$ cat src/rtl/krfs_pkg.sv
// package with types, codes and report decode for the frame splitter
package krfs_pkg;

  localparam int FRAME_MAX_DEF = 255;

  localparam logic [7:0] SYNC_BYTE = 8'h57;
  localparam logic [7:0] TAG_A     = 8'h39;
  localparam logic [7:0] TAG_B     = 8'h4A;
  localparam logic [7:0] TAG_C     = 8'h5B;
  localparam logic [7:0] TAG_D     = 8'h6C;

  localparam logic [7:0] TYPE_KBD      = 8'h05;
  localparam logic [7:0] TYPE_CONSUMER = 8'h06;
  localparam logic [7:0] TYPE_MOUSE    = 8'h02;
  localparam logic [7:0] TYPE_TOUCH    = 8'h19;
  localparam logic [7:0] TYPE_VEND16   = 8'h22;
  localparam logic [7:0] TYPE_VEND32   = 8'h23;
  localparam logic [7:0] TYPE_TAIL_A   = 8'h24;
  localparam logic [7:0] TYPE_TAIL_B   = 8'h26;

  typedef enum logic [1:0] {
    PH_HEAD = 2'd0,
    PH_GAP  = 2'd1,
    PH_BODY = 2'd2,
    PH_DONE = 2'd3
  } phase_t;

  typedef enum logic [3:0] {
    RT_DROP        = 4'd0,
    RT_KBD_INPUT   = 4'd1,
    RT_KBD_CACHE   = 4'd2,
    RT_CONS_INPUT  = 4'd3,
    RT_CONS_CACHE  = 4'd4,
    RT_MOUSE       = 4'd5,
    RT_TOUCH       = 4'd6,
    RT_VEND16      = 4'd7,
    RT_VEND32      = 4'd8,
    RT_TAIL        = 4'd9
  } route_t;

  typedef enum logic [2:0] {
    ST_OK        = 3'd0,
    ST_SHORT     = 3'd1,
    ST_BAD_SYNC  = 3'd2,
    ST_NULL      = 3'd3,
    ST_BAD_TAG   = 3'd4,
    ST_TRUNCATED = 3'd5
  } status_t;

  typedef struct packed {
    logic [7:0] frame_length;
    logic [7:0] data_byte;
  } in_item_t;

  typedef struct packed {
    status_t frame_status;
    logic    report_end;
    logic    report_start;
    route_t  route;
  } res_flags_t;

  typedef struct packed {
    logic       known;
    logic       tail;
    logic [5:0] len;
    route_t     rt_open;
    route_t     rt_closed;
  } type_info_t;

  function automatic type_info_t decode_type(input logic [7:0] b);
    type_info_t ti;
    ti = '{known: 1'b1, tail: 1'b0, len: 6'd0, rt_open: RT_DROP, rt_closed: RT_DROP};
    unique case (b)
      TYPE_KBD:      begin ti.len = 6'd9;  ti.rt_open = RT_KBD_INPUT;
                           ti.rt_closed = RT_KBD_CACHE; end
      TYPE_CONSUMER: begin ti.len = 6'd5;  ti.rt_open = RT_CONS_INPUT;
                           ti.rt_closed = RT_CONS_CACHE; end
      TYPE_MOUSE:    begin ti.len = 6'd8;  ti.rt_open = RT_MOUSE;  ti.rt_closed = RT_MOUSE; end
      TYPE_TOUCH:    begin ti.len = 6'd21; ti.rt_open = RT_TOUCH;  ti.rt_closed = RT_TOUCH; end
      TYPE_VEND16:   begin ti.len = 6'd16; ti.rt_open = RT_VEND16; ti.rt_closed = RT_VEND16; end
      TYPE_VEND32:   begin ti.len = 6'd32; ti.rt_open = RT_VEND32; ti.rt_closed = RT_VEND32; end
      TYPE_TAIL_A,
      TYPE_TAIL_B:   begin ti.tail = 1'b1; ti.rt_open = RT_TAIL;   ti.rt_closed = RT_TAIL; end
      default:       ti.known = 1'b0;
    endcase
    return ti;
  endfunction

  function automatic logic tag_ok(input logic [7:0] b);
    return (b == TAG_A) || (b == TAG_B) || (b == TAG_C) || (b == TAG_D);
  endfunction

endpackage

$ cat src/rtl/krfs_parser.sv
// frame parse state and per-byte classification
module krfs_parser import krfs_pkg::*; #(
  parameter int FRAME_MAX = FRAME_MAX_DEF
) (
  input  logic       clk,
  input  logic       rst_n,
  input  logic       step,        // item moves to the result register this cycle
  input  in_item_t   item,
  input  logic       panel_open,
  output res_flags_t res,
  output logic       frame_end
);

  localparam logic [7:0] LIM_CAP = (FRAME_MAX >= 256) ? 8'hFF : 8'(FRAME_MAX);

  logic [7:0] pos_r,    pos_nxt;
  logic [5:0] rem_r,    rem_nxt;
  route_t     route_r,  route_nxt;
  status_t    status_r, status_nxt;
  phase_t     phase_r,  phase_nxt;

  logic [7:0] lim;
  logic [7:0] left;
  logic [8:0] pos_inc;
  type_info_t ti;
  logic [7:0] len;
  route_t     rt_sel;

  always_comb begin
    lim     = (item.frame_length < LIM_CAP) ? item.frame_length : LIM_CAP;
    left    = lim - pos_r;
    pos_inc = {1'b0, pos_r} + 9'd1;
    ti      = decode_type(item.data_byte);
    len     = ti.tail ? left : {2'b00, ti.len};
    rt_sel  = panel_open ? ti.rt_open : ti.rt_closed;

    pos_nxt    = pos_r;
    rem_nxt    = rem_r;
    route_nxt  = route_r;
    status_nxt = status_r;
    phase_nxt  = phase_r;
    res.route        = RT_DROP;
    res.report_start = 1'b0;
    res.report_end   = 1'b0;

    if (pos_r < lim) begin
      unique case (phase_r)
        PH_HEAD: begin
          if (pos_r == 8'd0) begin
            if (lim < 8'd3) begin
              status_nxt = ST_SHORT;
              phase_nxt  = PH_DONE;
            end else if (item.data_byte != SYNC_BYTE) begin
              status_nxt = ST_BAD_SYNC;
              phase_nxt  = PH_DONE;
            end
          end else if (pos_r == 8'd2) begin
            if (item.data_byte == 8'd0) begin
              status_nxt = ST_NULL;
              phase_nxt  = PH_DONE;
            end else if (!tag_ok(item.data_byte)) begin
              status_nxt = ST_BAD_TAG;
              phase_nxt  = PH_DONE;
            end else begin
              phase_nxt = PH_GAP;
            end
          end
        end
        PH_GAP: begin
          if (left < 8'd3) begin
            status_nxt = ST_TRUNCATED;
            phase_nxt  = PH_DONE;
          end else if (!ti.known) begin
            phase_nxt = PH_DONE;      // unknown type ends parsing, status stays ok
          end else if (len > left) begin
            status_nxt = ST_TRUNCATED;
            phase_nxt  = PH_DONE;
          end else begin
            res.route        = rt_sel;
            res.report_start = 1'b1;
            route_nxt        = rt_sel;
            rem_nxt          = ti.tail ? 6'd0 : (ti.len - 6'd1);
            phase_nxt        = PH_BODY;
          end
        end
        PH_BODY: begin
          res.route = route_r;
          if (route_r == RT_TAIL) begin
            if (left == 8'd1) begin
              res.report_end = 1'b1;
              phase_nxt      = PH_GAP;
            end
          end else begin
            if (rem_r > 6'd0) rem_nxt = rem_r - 6'd1;
            if (rem_r <= 6'd1) begin
              res.report_end = 1'b1;
              phase_nxt      = PH_GAP;
            end
          end
        end
        PH_DONE: ;
        default: ;
      endcase
    end

    res.frame_status = status_nxt;
    frame_end        = (pos_inc >= {1'b0, item.frame_length});

    if (frame_end) begin
      pos_nxt    = 8'd0;
      rem_nxt    = 6'd0;
      route_nxt  = RT_DROP;
      status_nxt = ST_OK;
      phase_nxt  = PH_HEAD;
    end else begin
      pos_nxt = pos_inc[7:0];
    end
  end

  always_ff @(posedge clk) begin
    if (!rst_n) begin
      pos_r    <= 8'd0;
      rem_r    <= 6'd0;
      route_r  <= RT_DROP;
      status_r <= ST_OK;
      phase_r  <= PH_HEAD;
    end else if (step) begin
      pos_r    <= pos_nxt;
      rem_r    <= rem_nxt;
      route_r  <= route_nxt;
      status_r <= status_nxt;
      phase_r  <= phase_nxt;
    end
  end

endmodule

$ cat src/rtl/keyboard_report_frame_splitter.sv
// top level of the keyboard report frame splitter
// Splits a received frame, one byte per item, into keyboard, consumer, mouse,
// touch and vendor reports and tags every byte with a route; the frame status
// is final on the byte that carries out_tlast. Throughput is one byte per
// clock while out_tready is not held low: a byte is accepted into the input
// register, the parser classifies it against the frame state in a single pass
// and the result lands in the output register, where out_tvalid rises and it
// waits until taken. The only loop is the parse state update (position
// counter and report countdown). The input register keeps taking bytes while
// a result waits, until both stages are full.
// panel_open is sampled when a report's type byte is parsed; write it only
// while no byte is in flight. Bytes past FRAME_MAX in a longer frame are
// passed through with route drop.
module keyboard_report_frame_splitter import krfs_pkg::*; #(
  parameter int FRAME_MAX = FRAME_MAX_DEF
) (
  input  logic        clk,
  input  logic        rst_n,
  // configuration write
  input  logic        cfg_valid,
  output logic        cfg_ready,
  input  logic        cfg_data,      // panel_open
  // byte input
  input  logic        in_tvalid,
  output logic        in_tready,
  input  logic [15:0] in_tdata,      // [7:0] data_byte, [15:8] frame_length
  // routed byte output
  output logic        out_tvalid,
  input  logic        out_tready,
  output logic [7:0]  out_tdata,     // [7:0] byte_out
  output logic [8:0]  out_tuser,     // [3:0] route, [4] report_start,
                                     // [5] report_end, [8:6] frame_status
  output logic        out_tlast      // frame_end
);

  // configuration register
  logic panel_open_r;

  // input register
  logic     in_valid_r;
  in_item_t in_item_r;

  // result register
  logic       out_valid_r;
  logic [7:0] out_byte_r;
  res_flags_t out_flags_r;
  logic       out_last_r;

  res_flags_t res;
  logic       frame_end;
  logic       advance;   // input register content moves to the result register

  assign cfg_ready = 1'b1;

  always_ff @(posedge clk) begin
    if (!rst_n) begin
      panel_open_r <= 1'b0;
    end else if (cfg_valid && cfg_ready) begin
      panel_open_r <= cfg_data;
    end
  end

  // result stage frees up when empty or being drained
  assign advance   = in_valid_r && (!out_valid_r || out_tready);
  assign in_tready = !in_valid_r || advance;

  always_ff @(posedge clk) begin
    if (!rst_n) begin
      in_valid_r <= 1'b0;
    end else if (in_tready) begin
      in_valid_r <= in_tvalid;
    end
  end

  always_ff @(posedge clk) begin
    if (in_tready && in_tvalid) begin
      in_item_r <= in_item_t'(in_tdata);
    end
  end

  krfs_parser #(
    .FRAME_MAX (FRAME_MAX)
  ) u_parser (
    .clk        (clk),
    .rst_n      (rst_n),
    .step       (advance),
    .item       (in_item_r),
    .panel_open (panel_open_r),
    .res        (res),
    .frame_end  (frame_end)
  );

  always_ff @(posedge clk) begin
    if (!rst_n) begin
      out_valid_r <= 1'b0;
    end else if (!out_valid_r || out_tready) begin
      out_valid_r <= in_valid_r;
    end
  end

  // payload follows the parser only when a byte actually moves
  always_ff @(posedge clk) begin
    if (advance) begin
      out_byte_r  <= in_item_r.data_byte;
      out_flags_r <= res;
      out_last_r  <= frame_end;
    end
  end

  assign out_tvalid = out_valid_r;
  assign out_tdata  = out_byte_r;
  assign out_tuser  = out_flags_r;
  assign out_tlast  = out_last_r;

endmodule

$ cat config.mk
export PLATFORM = sky130hd
export DESIGN_NAME = keyboard_report_frame_splitter
export DESIGN_NICKNAME = d
export VERILOG_FILES = /design/src/rtl/krfs_pkg.sv /design/src/rtl/krfs_parser.sv /design/src/rtl/keyboard_report_frame_splitter.sv
export SDC_FILE = /design/constraint.sdc
export NUM_CORES = 1
export LEC_CHECK = 0
export ABC_AREA = 1
export ABC_CLOCK_PERIOD_IN_PS = 3550
export BUFFER_PORTS_ARGS = -buffer_cell sky130_fd_sc_hd__buf_2
export CAP_MARGIN = 20
export CORE_UTILIZATION = 35
export DETAILED_ROUTE_END_ITERATION = 12
export PLACE_DENSITY = 0.49
export SYNTH_ARGS = -nofsm -noshare
export SYNTH_HDL_FRONTEND = slang
export SYNTH_SLANG_ARGS = --single-unit
export TNS_END_PERCENT = 1
$ cat constraint.sdc
create_clock -name clk -period 3.55 [get_ports clk]
set_input_delay 1.065 -clock clk [delete_from_list [all_inputs] [get_ports clk]]
set_output_delay 1.065 -clock clk [all_outputs]
set_load 0.05 [all_outputs]
==> results.ini, run 1 <==
[drt]
wirelength_um=10100
drt-initial-drc-count=154
drt-pass1-iter-count=4
num_vias=3578
ant_nets=0
avgRoutedWirePerCell_um=13.3
drcViolationCount=0
post_drt_via_cell_ratio=4.75

[timing]
hold_viol_final=0
slew_violations=0
slew_headroom=0.590
timing.final.crit_share=0.904
max_freq_mhz=311
final.setup.tns_ps=0
finalSetupViolations=0
fin_skew_ps=5.76
rsz0062_at_grt=false
worst_pin_slew_ps=611
min_period_ps=3210

[critical_path]
required_ps=3830
critPathMaxStageDelay_ps=400
crit_type=flip-flop to flip-flop
cp_slowest_cell=dfxtp_1
critPathCaptureType=flip-flop
cp_top_family=simple AND/OR/NAND/NOR gates
crit_arrival_ps=3490
worstPathCellList=inv_1 -> nor3_1 -> inv_1 -> nor2_1 -> inv_1 -> nor3_2 -> xor2_1 -> inv_1 -> ha_1 -> nand2_1 -> nor4_1 -> nand2_1 -> nand3_4 -> nor2_1 -> nor2_1 -> nand2_2 -> nor2_4 -> buf_4 -> a21oi_1 -> nor2_1
critical_path.startpoint_type=flip-flop
crit_buf_inv=5
path_max_fanout=10

[clocking]
cts_buffers=9
cts_tree=yes
htree_levels=3
hold_buffers=0
clk_path_buf_depth=2
clkTransAtPathRegs_ps=50
root_buffer=clkbuf_16
worstSkewPairLatency_ps=340
cts_num_sinks=60

[layout]
diodes=0
drive_above_1_share=0.139
final_nets=659
syn2layout_area_growth_pct=15.7
n_fill_cell=1179

[hold_path]
hold_class=flip-flop to flip-flop

[global_routing]
grt_antenna_before_repair=0
grt_usage=0.186
grt-ovfl-total=0
grt_pass1_wl_um=16700
grt_pass1_vias=3498
grt_max_degree=19

[floorplanning]
die_h_um=110
initial_core_util=0.359
die_area_sq_um=12100
num_rows=39
die_w_um=110
io_pins=43
core_area_sq_um=11400

[pwr]
p_leak_nw=2.24
power_mw=1.95
vdd_drop_max_uv=307
power.density_nw_per_um2=414

[yosys]
yosysWarningCount=0
syn_area_sq_um=4080
seq_area_frac_synth=0.378
synth.distinct_cells=41
synth_top_area_share=0.250
synthTopCellsByArea=edfxtp_1 25%, nand2_1 14%, dfxtp_1 13%
async_reset_ff_frac=0
synth-edff-count=34
syn_inst=563
synthFlopType=edfxtp_1
synth-seq-cells=60
yosys.area.top_type=edfxtp_1
syn_nets=616
avgSynthCellArea_sq_um=7.24

[place]
portBuffers=41
gp_congestion=0.853
dp_hpwl_um=7680

[run_status]
status=complete, no violations

[job]
maxCapViolations=0

Yosys cell counts (2+ instances only):
library cell	number
nand2_1	157
o21ai_0	16
buf_4	2
edfxtp_1	34
nor2_1	62
xnor2_1	4
nand4_1	11
inv_1	81
nand3_2	4
o21a_1	2
xor2_1	5
or2_2	2
o211ai_1	4
clkbuf_1	9
inv_2	2
nor2_2	6
buf_6	2
nor3_1	7
dfxtp_1	26
ha_1	30
a21oi_1	45
nand3_1	33
metrics by stage:
step | hold WS, ps | util | cells | cell area (sq um) | setup WS [ps]
after floorplan | 426 | - | 563 | 4080 | 725
after global placement | 439 | 0.386 | 735 | 4390 | 315
after detailed placement | 439 | 0.386 | 735 | 4390 | 157
after CTS | 451 | 0.412 | 751 | 4680 | 137
after global routing | 482 | 0.415 | 754 | 4720 | 34.2
final | 452 | 0.415 | 754 | 4720 | 339
area by class of cell:
class	instances	area [sq um]	share of cell area
clock buffers	11	233	0.0493
flip-flops and latches	60	1540	0.327
repair buffers	46	243	0.0514
well taps	143	179	0.0379
inverters	85	320	0.0679
clock inverters	5	52.6	0.0111
multi-input cells	404	2150	0.455
sequential cells by signal, summed over array words and instances, names as in the netlist:
signal / flops
u_parser.route_r: 4
out_tuser: 9
panel_open_r: 1
in_valid_r: 1
in_item_r: 16
u_parser.phase_r: 2
u_parser.rem_r: 6
u_parser.pos_r: 8
u_parser.status_r: 3
out_tlast: 1
out_tdata: 8
out_tvalid: 1
cells by family (layout without fill, tap and decap cells):
group / Yosys count / after routing / share of synthesized area
XOR/XNOR: 9 / 9 / 0.0193
other: 1 / 1 / 0.000920
AO/OA/AOI/OAI: 73 / 73 / 0.0991
buffers and inverters: 100 / 147 / 0.101
adder cells (fa/ha/maj): 31 / 31 / 0.0970
flip-flops: 60 / 60 / 0.378
AND/OR/NAND/NOR: 289 / 290 / 0.305
repair_timing:
item	4_1_cts	5_1_grt
setup buffers	0	2
resized for setup	0	5
hold endpoints to repair	0	0
setup endpoints to repair	0	6
cells in the final DEF, fill, tap and decap left out, types with 2 or more instances in the layout:
master	synthesis	final
a21oi_1	45	45
buf_2	1	41
buf_4	2	5
clkbuf_1	9	2
clkbuf_16	0	9
clkinv_2	1	4
dfxtp_1	26	25
edfxtp_1	34	34
ha_1	30	30
inv_1	81	81
inv_2	2	2
nand2_1	157	156
nand2_2	1	2
nand3_1	33	33
nand3_2	4	4
nand4_1	11	11
nor2_1	62	62
nor2_2	6	5
nor2_4	0	2
nor3_1	7	6
o211ai_1	4	4
o21a_1	2	2
o21ai_0	16	16
or2_2	2	2
xnor2_1	4	4
xor2_1	5	5
final timing paths:
kind / startpoint / endpoint / slack (ps) / cells past startpoint
worst max-delay path: u_parser.pos_r[0] / u_parser.rem_r[1] / 340 / 20
worst max register to register: u_parser.pos_r[0] / u_parser.rem_r[1] / 340 / 20
worst min register to register: in_item_r[6] / out_tdata[6] / 450 / 0
worst min-delay path: in_item_r[6] / out_tdata[6] / 450 / 0
layer usage:
metal	up-vias	GRT usage	wire, um	share of wire
li1	1902	-	-	-
met1	1591	0.214	4630	0.46
met2	74	0.313	4800	0.48
met3	11	0.0551	437	0.043
met4	0	0.0905	188	0.019
met5	-	0	0	0
report_power, final:
group / switching [mW] / internal, mW
Clock: 0.313 / 0.539
Sequential: 0.0208 / 0.770
Combinational: 0.214 / 0.0985
Total: 0.548 / 1.41
worst register-to-register path: cells and delay by family (launching register included):
family	cells	cell delay (ps)
xor+xnor	1	170
fa+ha+maj	1	330
buf+inv	5	510
simple gates	12	1690
compound gates	1	50
flops	1	400
Note: power is estimated with default switching activity, not from simulation.
==> run 2, diff against run 1 <==
- REMOVE_ABC_BUFFERS: default -> 1
==> run 2 against run 1 <==
  * Cell area is 0.21% higher
  * Sequential power hardly changed
  * Via count is 0.34% higher
  * Critical path depth is 1 higher
  * Wire length is 3.1% lower
  * Hold slack worse by 2.2 ps
  * Sequential share of layout area is 0.096 points lower
  * Sequential cell count stayed put
  * Register-to-register slack worse by 20 ps
  * Critical endpoint is now u_parser.rem_r[2]
==> results.ini, run 2 (synthesis results as in run 1) <==
[floorplanning]
io_pins=43  ; unchanged
num_rows=39  ; unchanged
die_h_um=110  ; unchanged
die_w_um=110  ; unchanged
initial_core_util=0.359  ; unchanged
die_area_sq_um=12100  ; unchanged
core_area_sq_um=11400  ; unchanged

[drt]
drcViolationCount=0  ; unchanged
post_drt_via_cell_ratio=4.76  ; +0.34%
drt-initial-drc-count=152  ; -1.3%
avgRoutedWirePerCell_um=12.9  ; -3.1%
drt-pass1-iter-count=4  ; unchanged
num_vias=3590  ; +0.34%
ant_nets=0  ; unchanged
wirelength_um=9740  ; -3.1%

[critical_path]
reg2reg_from=u_parser.pos_r[1]
path_max_fanout=10  ; unchanged
critical_path.startpoint_type=flip-flop
critPathCaptureType=flip-flop
crit_arrival_ps=3470  ; -20 ps
required_ps=3780  ; -50 ps
startpoint=u_parser.pos_r[1]
crit_type=flip-flop to flip-flop

[job]
maxCapViolations=0  ; unchanged

[clocking]
cts_buffers=9  ; unchanged
clk_path_buf_depth=2  ; unchanged
cts_tree=yes
cts_num_sinks=60  ; unchanged
worstSkewPairLatency_ps=340  ; about the same
hold_buffers=0  ; unchanged
clkTransAtPathRegs_ps=50  ; about the same
htree_levels=3  ; unchanged
root_buffer=clkbuf_16

[pwr]
p_leak_nw=2.25  ; +0.69%
power.density_nw_per_um2=426  ; +3.0%
vdd_drop_max_uv=323  ; +5.2%

[global_routing]
grt_pass1_vias=3514  ; +0.46%
grt_pass1_wl_um=16500  ; -0.91%
grtUsageMet2=0.313  ; unchanged
grt_max_degree=19  ; unchanged
grt_busiest_layer=met2
grtUsageMet1=0.217  ; +0.00271
grt_usage=0.183  ; -0.00277
grt-ovfl-total=0  ; unchanged
grt_antenna_before_repair=0  ; unchanged
grt_use_met3=0.0545  ; -0.000593

[timing]
min_period_ps=3240  ; +24.4 ps
slew_violations=0  ; unchanged
fin_skew_ps=9.16  ; +3.40 ps
worst_pin_slew_ps=654  ; +42.7 ps
hold_viol_final=0  ; unchanged
timing.final.crit_share=0.911  ; +0.00687
slew_headroom=0.564  ; -0.0264
max_freq_mhz=309  ; -0.75%
finalSetupViolations=0  ; unchanged
setup_slack_ps=315  ; -24.4 ps

[layout]
instances_no_fill=754  ; unchanged
largest-register=in_item_r
final_nets=659  ; unchanged
syn2layout_area_growth_pct=16.0
diodes=0  ; unchanged
layout_commonest_cell=nand2_1
n_fill_cell=1197  ; +1.5%
mostFrequentLayoutCells=157 x nand2_1, 81 x inv_1, 62 x nor2_1
drive_above_1_share=0.134  ; -0.00491
largest_reg_flops=16  ; unchanged

[place]
gp_congestion=0.859  ; +0.75%
portBuffers=41  ; unchanged
pre_cts_slack_ps=172  ; +15.4 ps
dp_hpwl_um=7610  ; -0.90%
place_inst=735  ; unchanged

[run_status]
status=complete, no violations

[hold_path]
hold_class=flip-flop to flip-flop
hp-start=in_item_r[6]

## run 2: cell count changes in the layout (fill, tap and decap cells not counted), sizes merged
cell and change:
nor2 -1, clkinv +1, clkinvlp -1, bufinv +1
## run 2: through the flow
stage / hold slack (ps) / setup TNS [ps] / power (mW) / instance area, sq um / util
2_1_floorplan: 426 / 0 / 1.03 / 3990 / -
3_3_place_gp: 436 / 0 / 1.11 / 4390 / 0.386
3_5_place_dp: 441 / 0 / 1.11 / 4390 / 0.386
4_1_cts: 454 / 0 / 2.04 / 4700 / 0.414
5_1_grt: 475 / -4.90 / 2.12 / 4730 / 0.416
6_report: 450 / 0 / 2.02 / 4730 / 0.416
## run 2: routing by layer
metal	vias up	routed length [um]
li1	1903	-
met1	1607	4420
met2	66	4710
met3	14	448
met4	0	170
met5	-	0
## run 2: what timing repair did
| item | 4_1_cts | 5_1_grt |
|---|---|---|
| buffers inserted | 0 | 3 |
| endpoints found under the setup margin | 0 | 6 |
| resized for setup | 0 | 2 |
## run 2: power breakdown
group          internal (mW)  switching, mW  total [mW]
Combinational         0.0982          0.212       0.310
Sequential             0.770         0.0201       0.790
Clock                  0.607          0.310       0.917
## run 2: critical path: stages, from the launching register on
cell	delay [ps]
dfxtp_1	420
inv_1	110
nor3_1	180
inv_1	80
nor2_1	90
inv_1	80
nor3_1	190
xor2_1	170
inv_1	80
ha_1	330
nand2_1	60
nor4_1	270
nand2_1	140
nand3_4	180
nor2_1	60
nor2_1	130
nand2_1	100
nor2_4	120
clkbuf_4	180
nand3_1	70
nand2_1	70
nor2_1	40
## run 2: path summary, 6_finish.rpt
kind	endpoint	slack, ps	cells past startpoint
setup / recovery	u_parser.rem_r[2]	310	21
hold / removal	out_tdata[6]	450	0
setup reg to reg	u_parser.rem_r[2]	310	21
hold reg to reg	out_tdata[6]	450	0
## run 2: cell type report
cell class / instances / area [sq um] / share of cell area
clock inverter: 6 / 78.8 / 0.0167
inverter: 85 / 320 / 0.0677
timing repair buffer: 47 / 250 / 0.0529
tap: 143 / 179 / 0.0378
sequential: 60 / 1540 / 0.326
clock buffer: 10 / 229 / 0.0484
multi-input combinational: 403 / 2130 / 0.451
